[src/rtl/bbms_pkg.sv]
// Shared types, constants and helpers for the bouncing ball motion step block.
package bbms_pkg;

	localparam int BALL_COUNT = 4;
	localparam int CNT_W      = $clog2(BALL_COUNT + 1);

	localparam int ID_W    = 2;
	localparam int POS_W   = 12;
	localparam int SPX_W   = 5;
	localparam int SPY_W   = 20;
	localparam int WAIT_W  = 7;
	localparam int GRAV_W  = 12;
	localparam int DAMP_W  = 9;
	localparam int LOADX_W = 4;
	localparam int CFG_W   = 12;

	localparam logic signed [31:0] SPEED_MAX = 32'sd524287;
	localparam logic signed [31:0] SPEED_MIN = -32'sd524288;

	typedef enum logic [1:0] {
		REG_GRAVITY = 2'd0,
		REG_RIGHT   = 2'd1,
		REG_BOTTOM  = 2'd2,
		REG_DAMPING = 2'd3
	} reg_idx_t;

	typedef struct packed {
		logic               op;
		logic [ID_W-1:0]    ball_index;
		logic [LOADX_W-1:0] start_speed_x;
		logic [WAIT_W-1:0]  start_delay;
	} in_item_t;

	typedef struct packed {
		logic [ID_W-1:0]  ball_id;
		logic [POS_W-1:0] pos_x_out;
		logic [POS_W-1:0] pos_y_out;
		logic             last;
	} out_item_t;

	typedef struct packed {
		logic [GRAV_W-1:0] gravity_q8;
		logic [POS_W-1:0]  right_limit;
		logic [POS_W-1:0]  bottom_limit;
		logic [DAMP_W-1:0] damping_q8;
	} cfg_t;

	typedef struct packed {
		logic step;    // tick: move the ball, capture its position
		logic bounce;  // after a tick step: damp a floor hit
		logic load;    // restart this ball
		logic shift;   // result slot takes the neighbor's slot
	} cell_ctrl_t;

	typedef struct packed {
		logic [POS_W-1:0] pos_x;
		logic [POS_W-1:0] pos_y;
	} slot_t;

	localparam logic OP_TICK = 1'b0;
	localparam logic OP_LOAD = 1'b1;

	function automatic logic signed [SPY_W-1:0] sat_speed(input logic signed [31:0] v);
		logic signed [SPY_W-1:0] r;
		if (v > SPEED_MAX)
			r = SPY_W'(SPEED_MAX);
		else if (v < SPEED_MIN)
			r = SPY_W'(SPEED_MIN);
		else
			r = SPY_W'(v);
		return r;
	endfunction

endpackage

[src/rtl/bbms_cell.sv]
// One ball: its motion state, its update logic and its slot in the result chain.
module bbms_cell import bbms_pkg::*; (
	input  logic               clk,
	input  logic               arst_n,
	input  cell_ctrl_t         ctrl,
	input  cfg_t               cfg,
	input  logic [LOADX_W-1:0] load_speed_x,
	input  logic [WAIT_W-1:0]  load_delay,
	input  slot_t              slot_in,
	output slot_t              slot_out
);

	logic [POS_W-1:0]         x_q, y_q;
	logic signed [SPX_W-1:0]  sx_q;
	logic signed [SPY_W-1:0]  sy_q;
	logic [WAIT_W-1:0]        wait_q;
	logic                     floor_q;
	slot_t                    slot_q;

	logic [POS_W-1:0]         x_n, y_n;
	logic signed [SPX_W-1:0]  sx_n;
	logic signed [SPY_W-1:0]  sy_n;
	logic [WAIT_W-1:0]        wait_n;
	logic                     floor_n;

	logic signed [SPY_W:0]    sy_sum;
	logic signed [SPY_W-1:0]  sy_g;
	logic signed [21:0]       sum_q8;
	logic signed [13:0]       ny, nx;

	// floor damping
	logic signed [29:0]       prod;
	logic signed [30:0]       neg;
	logic signed [22:0]       quot;

	always_comb begin
		sy_sum = {sy_q[SPY_W-1], sy_q} + $signed({9'b0, cfg.gravity_q8});
		sy_g   = sat_speed(32'(sy_sum));
		sum_q8 = $signed({2'b0, y_q, 8'b0}) + {{2{sy_g[SPY_W-1]}}, sy_g};
		// truncate toward zero
		ny     = sum_q8[21:8] + 14'((sum_q8[21] && (|sum_q8[7:0])) ? 1 : 0);
		nx     = $signed({2'b0, x_q}) + {{9{sx_q[SPX_W-1]}}, sx_q};

		x_n     = x_q;
		y_n     = y_q;
		sx_n    = sx_q;
		sy_n    = sy_q;
		wait_n  = wait_q;
		floor_n = 1'b0;
		if (wait_q > WAIT_W'(1)) begin
			wait_n = wait_q - WAIT_W'(1);
		end else begin
			wait_n = '0;
			sy_n   = sy_g;
			if (nx < 0) begin
				x_n  = '0;
				sx_n = -sx_q;
			end else if (nx > $signed({2'b0, cfg.right_limit})) begin
				x_n  = cfg.right_limit;
				sx_n = -sx_q;
			end else begin
				x_n = nx[POS_W-1:0];
			end
			if (ny < 0) begin
				y_n  = '0;
				sy_n = '0;
			end else if (ny > $signed({2'b0, cfg.bottom_limit})) begin
				y_n     = cfg.bottom_limit;
				floor_n = 1'b1;
			end else begin
				y_n = ny[POS_W-1:0];
			end
		end

		prod = sy_q * $signed({1'b0, cfg.damping_q8});
		neg  = -{prod[29], prod};
		quot = neg[30:8] + 23'((neg[30] && (|neg[7:0])) ? 1 : 0);
	end

	always_ff @(posedge clk or negedge arst_n) begin
		if (!arst_n) begin
			x_q     <= '0;
			y_q     <= '0;
			sx_q    <= '0;
			sy_q    <= '0;
			wait_q  <= '0;
			floor_q <= 1'b0;
		end else if (ctrl.load) begin
			x_q     <= '0;
			y_q     <= '0;
			sx_q    <= $signed({1'b0, load_speed_x});
			sy_q    <= '0;
			wait_q  <= load_delay;
			floor_q <= 1'b0;
		end else if (ctrl.step) begin
			x_q     <= x_n;
			y_q     <= y_n;
			sx_q    <= sx_n;
			sy_q    <= sy_n;
			wait_q  <= wait_n;
			floor_q <= floor_n;
		end else if (ctrl.bounce) begin
			if (floor_q)
				sy_q <= sat_speed(32'(quot));
			floor_q <= 1'b0;
		end
	end

	always_ff @(posedge clk) begin
		if (ctrl.step)
			slot_q <= '{pos_x: x_n, pos_y: y_n};
		else if (ctrl.shift)
			slot_q <= slot_in;
	end

	assign slot_out = slot_q;

endmodule

[src/rtl/bouncing_ball_motion_step.sv]
// Top level of the bouncing ball motion step: ball cells, result chain and control.
//
// A row of BALL_COUNT cells each holds one ball. A load item restarts one ball and gives
// no result. A tick item steps all balls at once in its transfer cycle; in the next cycle
// any ball that hit the floor has its vertical speed damped (one 20x9 multiplier per
// cell). Each cell drops its new position into a result slot, and the slots form a shift
// chain that moves one position toward the output on every result transfer, ball 0
// first, the last ball marked. A new item is taken only once the chain has drained, so the
// block takes no item while a tick's results are pending or stalled at the output; a load
// leaves the chain empty. The result chain length sets the tick rate.
// Configuration writes are registered and are meant for an idle block.
module bouncing_ball_motion_step import bbms_pkg::*; (
	input  logic             clk,
	input  logic             arst_n,
	// item channel
	input  logic             item_valid,
	output logic             item_ready,
	input  in_item_t         item,
	// result channel
	output logic             pos_valid,
	input  logic             pos_ready,
	output out_item_t        pos,
	// configuration
	input  logic             cfg_we,
	input  logic [1:0]       cfg_index,
	input  logic [CFG_W-1:0] cfg_wdata
);

	cfg_t             cfg_q;
	logic [CNT_W-1:0] cnt_q;     // results still in the chain
	logic             bounce_q;  // damping cycle after a tick

	logic item_xfer, pos_xfer, tick_xfer, load_xfer;

	slot_t      slot [BALL_COUNT];
	cell_ctrl_t ctrl [BALL_COUNT];

	assign item_ready = !bounce_q && (cnt_q == '0);
	assign item_xfer  = item_valid && item_ready;
	assign tick_xfer  = item_xfer && (item.op == OP_TICK);
	assign load_xfer  = item_xfer && (item.op == OP_LOAD);
	assign pos_valid  = (cnt_q != '0);
	assign pos_xfer   = pos_valid && pos_ready;

	// configuration registers
	always_ff @(posedge clk or negedge arst_n) begin
		if (!arst_n) begin
			cfg_q.gravity_q8   <= GRAV_W'(1873);
			cfg_q.right_limit  <= POS_W'(592);
			cfg_q.bottom_limit <= POS_W'(352);
			cfg_q.damping_q8   <= DAMP_W'(250);
		end else if (cfg_we) begin
			unique case (reg_idx_t'(cfg_index))
				REG_GRAVITY: cfg_q.gravity_q8   <= cfg_wdata[GRAV_W-1:0];
				REG_RIGHT:   cfg_q.right_limit  <= cfg_wdata[POS_W-1:0];
				REG_BOTTOM:  cfg_q.bottom_limit <= cfg_wdata[POS_W-1:0];
				REG_DAMPING: cfg_q.damping_q8   <= cfg_wdata[DAMP_W-1:0];
				default: ;
			endcase
		end
	end

	// tick sequencing: step, then damp while the chain starts draining
	always_ff @(posedge clk or negedge arst_n) begin
		if (!arst_n) begin
			cnt_q    <= '0;
			bounce_q <= 1'b0;
		end else begin
			bounce_q <= tick_xfer;
			if (tick_xfer)
				cnt_q <= CNT_W'(BALL_COUNT);
			else if (pos_xfer)
				cnt_q <= cnt_q - CNT_W'(1);
		end
	end

	// cell row; each slot feeds its lower neighbor
	for (genvar i = 0; i < BALL_COUNT; i++) begin : g_cell
		slot_t nb;

		assign ctrl[i] = '{
			step:   tick_xfer,
			bounce: bounce_q,
			load:   load_xfer && (int'(item.ball_index) == i),
			shift:  pos_xfer
		};

		if (i == BALL_COUNT - 1) begin : g_tail
			assign nb = '0;
		end else begin : g_link
			assign nb = slot[i+1];
		end

		bbms_cell u_cell (
			.clk          (clk),
			.arst_n       (arst_n),
			.ctrl         (ctrl[i]),
			.cfg          (cfg_q),
			.load_speed_x (item.start_speed_x),
			.load_delay   (item.start_delay),
			.slot_in      (nb),
			.slot_out     (slot[i])
		);
	end

	// head of the chain is the next result; its ball number follows from the count
	logic [CNT_W-1:0] head_id;
	assign head_id = CNT_W'(BALL_COUNT) - cnt_q;

	assign pos = '{
		ball_id:   head_id[ID_W-1:0],
		pos_x_out: slot[0].pos_x,
		pos_y_out: slot[0].pos_y,
		last:      (cnt_q == CNT_W'(1))
	};

	// checks
	a_tick_fills: assert property (@(posedge clk) disable iff (!arst_n)
		tick_xfer |=> (cnt_q == CNT_W'(BALL_COUNT)) && bounce_q)
		else $error("tick did not fill the result chain");

	a_no_overlap: assert property (@(posedge clk) disable iff (!arst_n)
		item_ready |-> !pos_valid)
		else $error("item taken while results pending");

	a_last_drains: assert property (@(posedge clk) disable iff (!arst_n)
		(pos_xfer && pos.last) |=> !pos_valid)
		else $error("results remain after last transfer");

	a_bounce_once: assert property (@(posedge clk) disable iff (!arst_n)
		bounce_q |=> !bounce_q)
		else $error("damping cycle repeated");

endmodule

[config.mk]
export PLATFORM = sky130hd
export DESIGN_NAME = bouncing_ball_motion_step
export DESIGN_NICKNAME = d
export VERILOG_FILES = /design/src/rtl/bbms_pkg.sv /design/src/rtl/bbms_cell.sv /design/src/rtl/bouncing_ball_motion_step.sv
export SDC_FILE = /design/constraint.sdc
export NUM_CORES = 2
export LEC_CHECK = 0
export ABC_AREA = 1
export BUFFER_PORTS_ARGS = -buffer_cell sky130_fd_sc_hd__buf_2
export CAP_MARGIN = 20
export CORE_MARGIN = 2
export CORE_UTILIZATION = 40
export CTS_BUF_LIST = sky130_fd_sc_hd__clkbuf_8
export DETAILED_ROUTE_END_ITERATION = 8
export PLACE_DENSITY_LB_ADDON = 0.25
export SLEW_MARGIN = 20
export SYNTH_ARGS = -nofsm -noshare
export SYNTH_HDL_FRONTEND = slang
export SYNTH_HIERARCHICAL = 1
export SYNTH_SLANG_ARGS = --single-unit
export TNS_END_PERCENT = 20
[constraint.sdc]
create_clock -name clk -period 6.7 [get_ports clk]
set_input_delay 0.335 -clock clk [delete_from_list [all_inputs] [get_ports clk]]
set_output_delay 0.335 -clock clk [all_outputs]
set_load 0.005 [all_outputs]
Word level (Yosys, flattened, before mapping)
Index checks and enable logic that the tools add are counted.
W data, S select, Z words.
{"block": "op_classes", "n_addsub": 34, "mul": 4, "order_cmp": 36, "n_eq_ne": 15, "mux": 151, "bitwise_logic": 1, "n_reduce_logical": 59}
{"op": "$mux W20", "n": 40}
{"op": "$mux W12", "n": 40}
{"op": "$mux W24", "n": 8}
{"op": "$neg A31 Y31", "n": 4}
{"op": "$mul A20 B10 Y30", "n": 4}
{"op": "$gt A14 B13 Y1", "n": 8}
{"op": "$lt A14 B1 Y1 const B", "n": 8}
{"op": "$mux W5", "n": 20}
{"op": "$add A23 B1 Y23", "n": 4}
{"op": "$gt A23 B20 Y1 const B", "n": 4}
{"op": "$lt A23 B20 Y1 const B", "n": 4}
{"op": "$add A21 B20 Y22", "n": 4}
{"op": "$add A20 B13 Y21", "n": 4}
{"op": "$gt A21 B20 Y1 const B", "n": 4}
{"op": "$lt A21 B20 Y1 const B", "n": 4}
{"op": "$mux W7", "n": 12}
{"op": "$reduce_or A8 Y1", "n": 8}
{"op": "$add A13 B5 Y14", "n": 4}
{"op": "$add A14 B1 Y14", "n": 4}
{"op": "$reduce_bool A3 Y1", "n": 13}
{"op": "$mux W1", "n": 29}
{"op": "$gt A7 B1 Y1 const B", "n": 4}
{"op": "$sub A7 B1 Y7 const B", "n": 4}
{"op": "$reduce_and A3 Y1", "n": 8}
{"op": "16 further kinds", "n": 54}
{"block": "totals", "reg_bits": 373, "in_bits": 33, "output_inout_bits": 29, "word_cells": 338}

Logic depth before layout (Yosys ltp)
{"block": "depth", "word_depth": 15, "mapped_depth": 57, "ltp_nobuf": 57}

By module
The synthesis kept the hierarchy.
{"mod": "bbms_cell (g_cell[0].u_cell)", "instances": 1, "cells_each": 2487, "area_per_inst_um2": 16370.7, "seq_area_each_um2": 2147.1}
{"mod": "bbms_cell (g_cell[3].u_cell)", "instances": 1, "cells_each": 2476, "area_per_inst_um2": 16340.7, "seq_area_each_um2": 2147.1}
{"mod": "bbms_cell (g_cell[1].u_cell)", "instances": 1, "cells_each": 2499, "area_per_inst_um2": 16336.9, "seq_area_each_um2": 2147.1}
{"mod": "bbms_cell (g_cell[2].u_cell)", "instances": 1, "cells_each": 2463, "area_per_inst_um2": 16284.4, "seq_area_each_um2": 2147.1}
{"mod": "bouncing_ball_motion_step", "instances": 1, "cells_each": 204, "area_per_inst_um2": 2145.8, "seq_area_each_um2": 1248.7}

Least setup slack after synthesis
No wires, ideal clock.
{"block": "synth_timing", "path_type": "register to register", "startpoint": "register cfg_q[34] (netlist name)", "endpoint": "register g_cell[2].u_cell.slot_q (netlist bit g_cell[2].u_cell/slot_out[10]) (data pin)", "setup_ns": 0.264, "arrival_ns": 7.053, "t_required_ns": 6.436, "setup_slack_ns": -0.617, "stages_incl_launch_ff": 54, "n_path_buf": 2, "synth_period_minus_slack_ns": 7.317, "path_cell_list": "dfrtp_1 ha_1 nand3_1 nand2_1 nand2_1 nand2_1 a21oi_1 o21bai_1 a21oi_1 o21bai_1 a21oi_1 nor2_1 nand2_1 nor2_1 nand3b_1 buf_2 nand2_1 ha_1 [... 18 more ...] nand2_1 nor2_1 nand2_1 or3_1 nand2_1 inv_1 ha_1 nand2_1 nor2_1 nand2_1 o211ai_1 nand3_1 a32o_1 nand3_1 clkbuf_1 nand2_1 o211ai_1 a21oi_1"}
{"block": "synth_between", "elab_chain_cells": 14, "elab_cells_between_ends": 16, "cone_classes": "add/sub: 3; order compare: 4; mux: 7; reduce/logical: 2"}
{"element": "from (decl)", "line_no": "bouncing_ball_motion_step.sv:29", "source": "cfg_t cfg_q;"}
{"element": "$add A20 B13 Y21 *", "line_no": "bbms_cell.sv:37", "source": "sy_sum = {sy_q[SPY_W-1], sy_q} + $signed({9'b0, cfg.gravity_q8});"}
{"element": "$lt A21 B20 Y1", "line_no": "bbms_pkg.sv:67", "source": "else if (v < SPEED_MIN)"}
{"element": "$mux W20", "line_no": "bbms_pkg.sv:67"}
{"element": "$mux W20 *", "line_no": "bbms_pkg.sv:65", "source": "if (v > SPEED_MAX)"}
{"element": "$add A21 B20 Y22 *", "line_no": "bbms_cell.sv:39", "source": "sum_q8 = $signed({2'b0, y_q, 8'b0}) + {{2{sy_g[SPY_W-1]}}, sy_g};"}
{"element": "$reduce_or A8 Y1", "line_no": "bbms_cell.sv:41", "source": "ny = sum_q8[21:8] + 14'((sum_q8[21] && (|sum_q8[7:0])) ? 1 : 0);"}
{"element": "$logic_and A1 B1 Y1", "line_no": "bbms_cell.sv:41"}
{"element": "$mux W1", "line_no": "bbms_cell.sv:41"}
{"element": "$add A14 B1 Y14 *", "line_no": "bbms_cell.sv:41"}
{"element": "$gt A14 B13 Y1", "line_no": "bbms_cell.sv:67", "source": "end else if (ny > $signed({2'b0, cfg.bottom_limit})) begin"}
{"element": "$mux W12", "line_no": "bbms_cell.sv:67"}
{"element": "$mux W12 *", "line_no": "bbms_cell.sv:64", "source": "if (ny < 0) begin"}
{"element": "$mux W12 *", "line_no": "bbms_cell.sv:50", "source": "if (wait_q > WAIT_W'(1)) begin"}
{"element": "$mux W24 *", "line_no": "bbms_cell.sv:110", "source": "if (ctrl.step)"}
{"element": "to (signal assigned)", "line_no": "bbms_cell.sv:111", "source": "slot_q <= '{pos_x: x_n, pos_y: y_n};"}
{"element": "to (signal assigned)", "line_no": "bbms_cell.sv:113", "source": "slot_q <= slot_in;"}
{"element": "to (decl)", "line_no": "bbms_cell.sv:18", "source": "slot_t slot_q;"}
Every way passes the cells marked *; elsewhere a longest branch is shown, timed or not.
A chain may end at the register's enable or synchronous reset.

Final worst setup path
{"block": "layout_timing", "startpoint": "register cfg_q[37] (netlist name)", "endpoint": "register g_cell[2].u_cell.slot_q (netlist bit g_cell[2].u_cell/slot_out[7]) (data pin)"}
Same word-level chain as after synthesis.

==> flow_summary.yaml <==
synthesis:
  yosysWarningCount: 6
  synth_edf_count: 96
  synth_top_area_cell: "fa_1"
  ys_top_cells_by_area: "fa_1 18%, nand2_1 18%, inv_1 11%"
  syn_area_mm2: 0.0675
  yosys.area.top_type_share: 0.182
  synthArstFlopShare: 0.743
  syn_area_per_cell_um2: 6.66
  ys_seq_area_frac: 0.146
  ys_ff_latch: 373
  synthFlopType: "dfrtp_1"
  ys_types: 75
  synth_cells: 10100
sta:
  rsz0062_at_grt: "yes"
  finalHoldWorstSlack_ns: 0.0326
  hold_viol: 0
  drv_slew: 0
  slew_headroom: 0.217
  tightest_slew_ns: 1.18
  setup_ws_ns: -1.01
  finalSetupViolCount: 180
  clock-skew-final_ns: 0.0503
  layout_min_cycle_time_ns: 7.71
  fin_crit_sh: 1.15
  clock.fmax_mhz: 130
global_routing:
  grt_pass1_wl_um: 377000
  track_usage: 0.271
  grt_pass1_vias: 70900
  grt.overflow.total: 0
  antenna_found_initial: 2
  grt_start_max_net_pins: 102
floorplanning:
  rows: 150
  start_util: 0.403
  fp.dieArea_mm2: 0.172
  core_mm2: 0.167
  die_h_um: 415
  pin_count: 62
  die_w_um: 415
run:
  drv_cap: 0
cells_and_area:
  register_area_mm2: 0.00987
  multi_input_area_mm2: 0.0531
  drive_gt1_frac: 0.260
  nFillCells: 16200
  nets: 12900
  syn_to_final_growth_pct: 31.9
  utilization: 0.531
worst_hold_path:
  min_to: "cfg_q[19]$_DFFE_PN0P_"
  worstHoldPathCells: 3
  hold_path_class: "in -> reg"
  min_from: "cfg_wdata[10]"
outcome:
  violations: "negative setup slack"
  status: "complete, but fails checks"
critical_path:
  worstRegToRegCells: 53
  start_kind: "flip-flop"
  slowest_stage: "dfstp_2"
  arrival_ns: 8.14
  crit_path_frequent_cell: "nand2_1"
  crit_type: "reg -> reg"
  crit_path_max_fanout: 5
  r2r_end: "g_cell[2].u_cell/slot_out[7]$_DFFE_PP_"
  r2r-start: "cfg_q[37]$_DFFE_PN1P_"
  crit_path_max_incr_delay_ns: 0.56
  required_ns: 7.13
  r2r_setup_slack_ns: -1.01
  worstSetupEndpointType: "flip-flop"
clocking:
  htree_levels: 3
  cts_buffers: 72
  clk_latency_ns: 0.73
  cts_tree: "yes"
  cts_sinks: 373
  cts-root-buf: "clkbuf_8"
  clk_pin_slew_ns: 0.06
  clk_path_buf_depth: 3
placement:
  gp_congestion: 1.00
  portBuffers: 61
  dp_hpwl_um: 190000
route:
  drt_iter0_markers: 5026
  viasPerCell: 5.05
  detail-route-antenna-nets: 0
  wl_per_cell_um: 17.0
  drcViolationCount: 0
  routed_wl_um: 238000
  drt-pass1-iter-count: 6
  vias: 70500
[critical path: cells and delay by family, from the launching register on]
kind / cells / cell delay [ns]
simple gates: 27 / 2.92
xor+xnor: 1 / 0.11
compound gates: 15 / 2.17
flops: 1 / 0.56
buf+inv: 6 / 0.73
fa+ha+maj: 4 / 0.91
[through the flow]
| step | instance area, um2 | setup WS, ns | std cells | TNS, ns |
|---|---|---|---|---|
| 2_1_floorplan | 68700 | -0.285 | 10200 | -19.07 |
| 3_3_place_gp | 82300 | -1.05 | 13600 | -142.23 |
| 3_5_place_dp | 82300 | -1.17 | 13600 | -166.71 |
| 4_1_cts | 86800 | -0.888 | 13900 | -131.52 |
| 5_1_grt | 89000 | -1.39 | 14000 | -217.66 |
| 6_report | 89000 | -1.01 | 14000 | -134.52 |
[cell families after synthesis]
logic type                 count (synthesis)  share of synthesized area
and+or+nand+nor                         4986                      0.318
buffers and inverters                   2311                      0.131
adders and majority gates               1151                      0.282
AOI/OAI and AO/OA                       1014                     0.0842
DFF                                      373                      0.146
xor gates and xnor gates                 289                     0.0382
muxes                                      4                   0.000593
other                                      1                  0.0000556
[worst max path at each step]
stage / from / end / slack (ns) / cells past startpoint
floorplan: cfg_q[1]$_DFFE_PN1P_ / g_cell[3].u_cell/sy_q[7]$_DFFE_PN0P_ / -0.29 / 43
global placement: cfg_q[1]$_DFFE_PN1P_ / g_cell[1].u_cell/sy_q[18]$_DFFE_PN0P_ / -1.05 / 41
detailed placement: cfg_q[39]$_DFFE_PN1P_ / g_cell[1].u_cell/slot_out[1]$_DFFE_PP_ / -1.17 / 48
CTS: cfg_q[1]$_DFFE_PN1P_ / g_cell[1].u_cell/sy_q[18]$_DFFE_PN0P_ / -0.89 / 44
global route: cfg_q[39]$_DFFE_PN1P_ / g_cell[2].u_cell/slot_out[8]$_DFFE_PP_ / -1.39 / 52
finish: cfg_q[37]$_DFFE_PN1P_ / g_cell[2].u_cell/slot_out[7]$_DFFE_PP_ / -1.01 / 53
[layout by cell type (no fill, tap or decap), types with 89 or more instances in the layout]
master	count
buf_4	1590
nand3_2	89
xor2_1	182
ha_1	423
inv_2	110
nand4_1	203
xnor2_1	92
nand2_1	3028
nor2_2	142
fa_1	597
a21oi_1	432
inv_1	1921
a21oi_2	91
dfrtp_1	255
ha_4	97
o21ai_0	193
nand3_1	429
edfxtp_1	96
nor2_1	524
nand2_2	254
[cell type report]
| class | count | area share |
|---|---|---|
| Antenna cell | 3 | 0.0000844 |
| Clock buffer | 83 | 0.0128 |
| Clock inverter | 50 | 0.00433 |
| Inverter | 2026 | 0.0856 |
| Multi-Input combinational cell | 7478 | 0.597 |
| Sequential cell | 373 | 0.111 |
| Tap cell | 2204 | 0.0310 |
| Timing Repair Buffer | 1756 | 0.158 |
[state kept, by name, indices dropped and copies added, names as in the netlist]
| signal | flops |
|---|---|
| g_cell.u_cell/slot_out | 96 |
| g_cell.u_cell/sy_q | 80 |
| g_cell.u_cell/x_q | 48 |
| g_cell.u_cell/y_q | 48 |
| cfg_q | 45 |
| g_cell.u_cell/wait_q | 28 |
| g_cell.u_cell/sx_q | 20 |
| g_cell.u_cell/floor_q | 4 |
| cnt_q | 3 |
| bounce_q | 1 |
[Yosys cell counts (7+ instances only)]
library cell  number
a31oi_1           13
o21ai_2           35
xnor2_1           97
buf_2             19
nand3_1          494
nor2_1           634
fa_1             612
clkbuf_1         230
ha_1             539
dfrtp_1          259
nor3_1            50
nor2_4            36
nor4_1            18
buf_6             14
inv_1           1940
nand3_2           39
edfxtp_1          96
xor2_1           186
nand4_1          203
dfstp_2           18
and2_1             7
o21ai_0          240
o22ai_1            7
o21a_1             9
nand2_4           15
nand2_2           89
nor2_2            82
a21oi_1          528
buf_4              7
o221ai_1          17
o21ai_1           43
o211ai_1          56
clkinv_1          15
nand3_4            7
inv_2             71
nand2_1         3234
or2_2             25
a21oi_2           11
buf_1             13
nand3b_1          24
o21bai_1          14
[what timing repair did]
item / CTS / global route
setup endpoints to repair: 180 / 180
hold buffers: 10 / 0
pin swaps: 161 / 207
hold endpoints to repair: 83 / 0
resized for setup: 402 / 385
cloned: 18 / 3
setup buffers: 110 / 59
[per-layer routing]
metal  up-vias  share of wire  GRT usage
met4         0          0.039     0.0907
met1     33700           0.42      0.350
li1      34400              -          -
met3       447          0.055     0.0281
met5         -              0          0
met2      2054           0.48      0.472
Power is not shown: default switching activity piles up to over one toggle a cycle in this logic, so the estimate is an artifact.
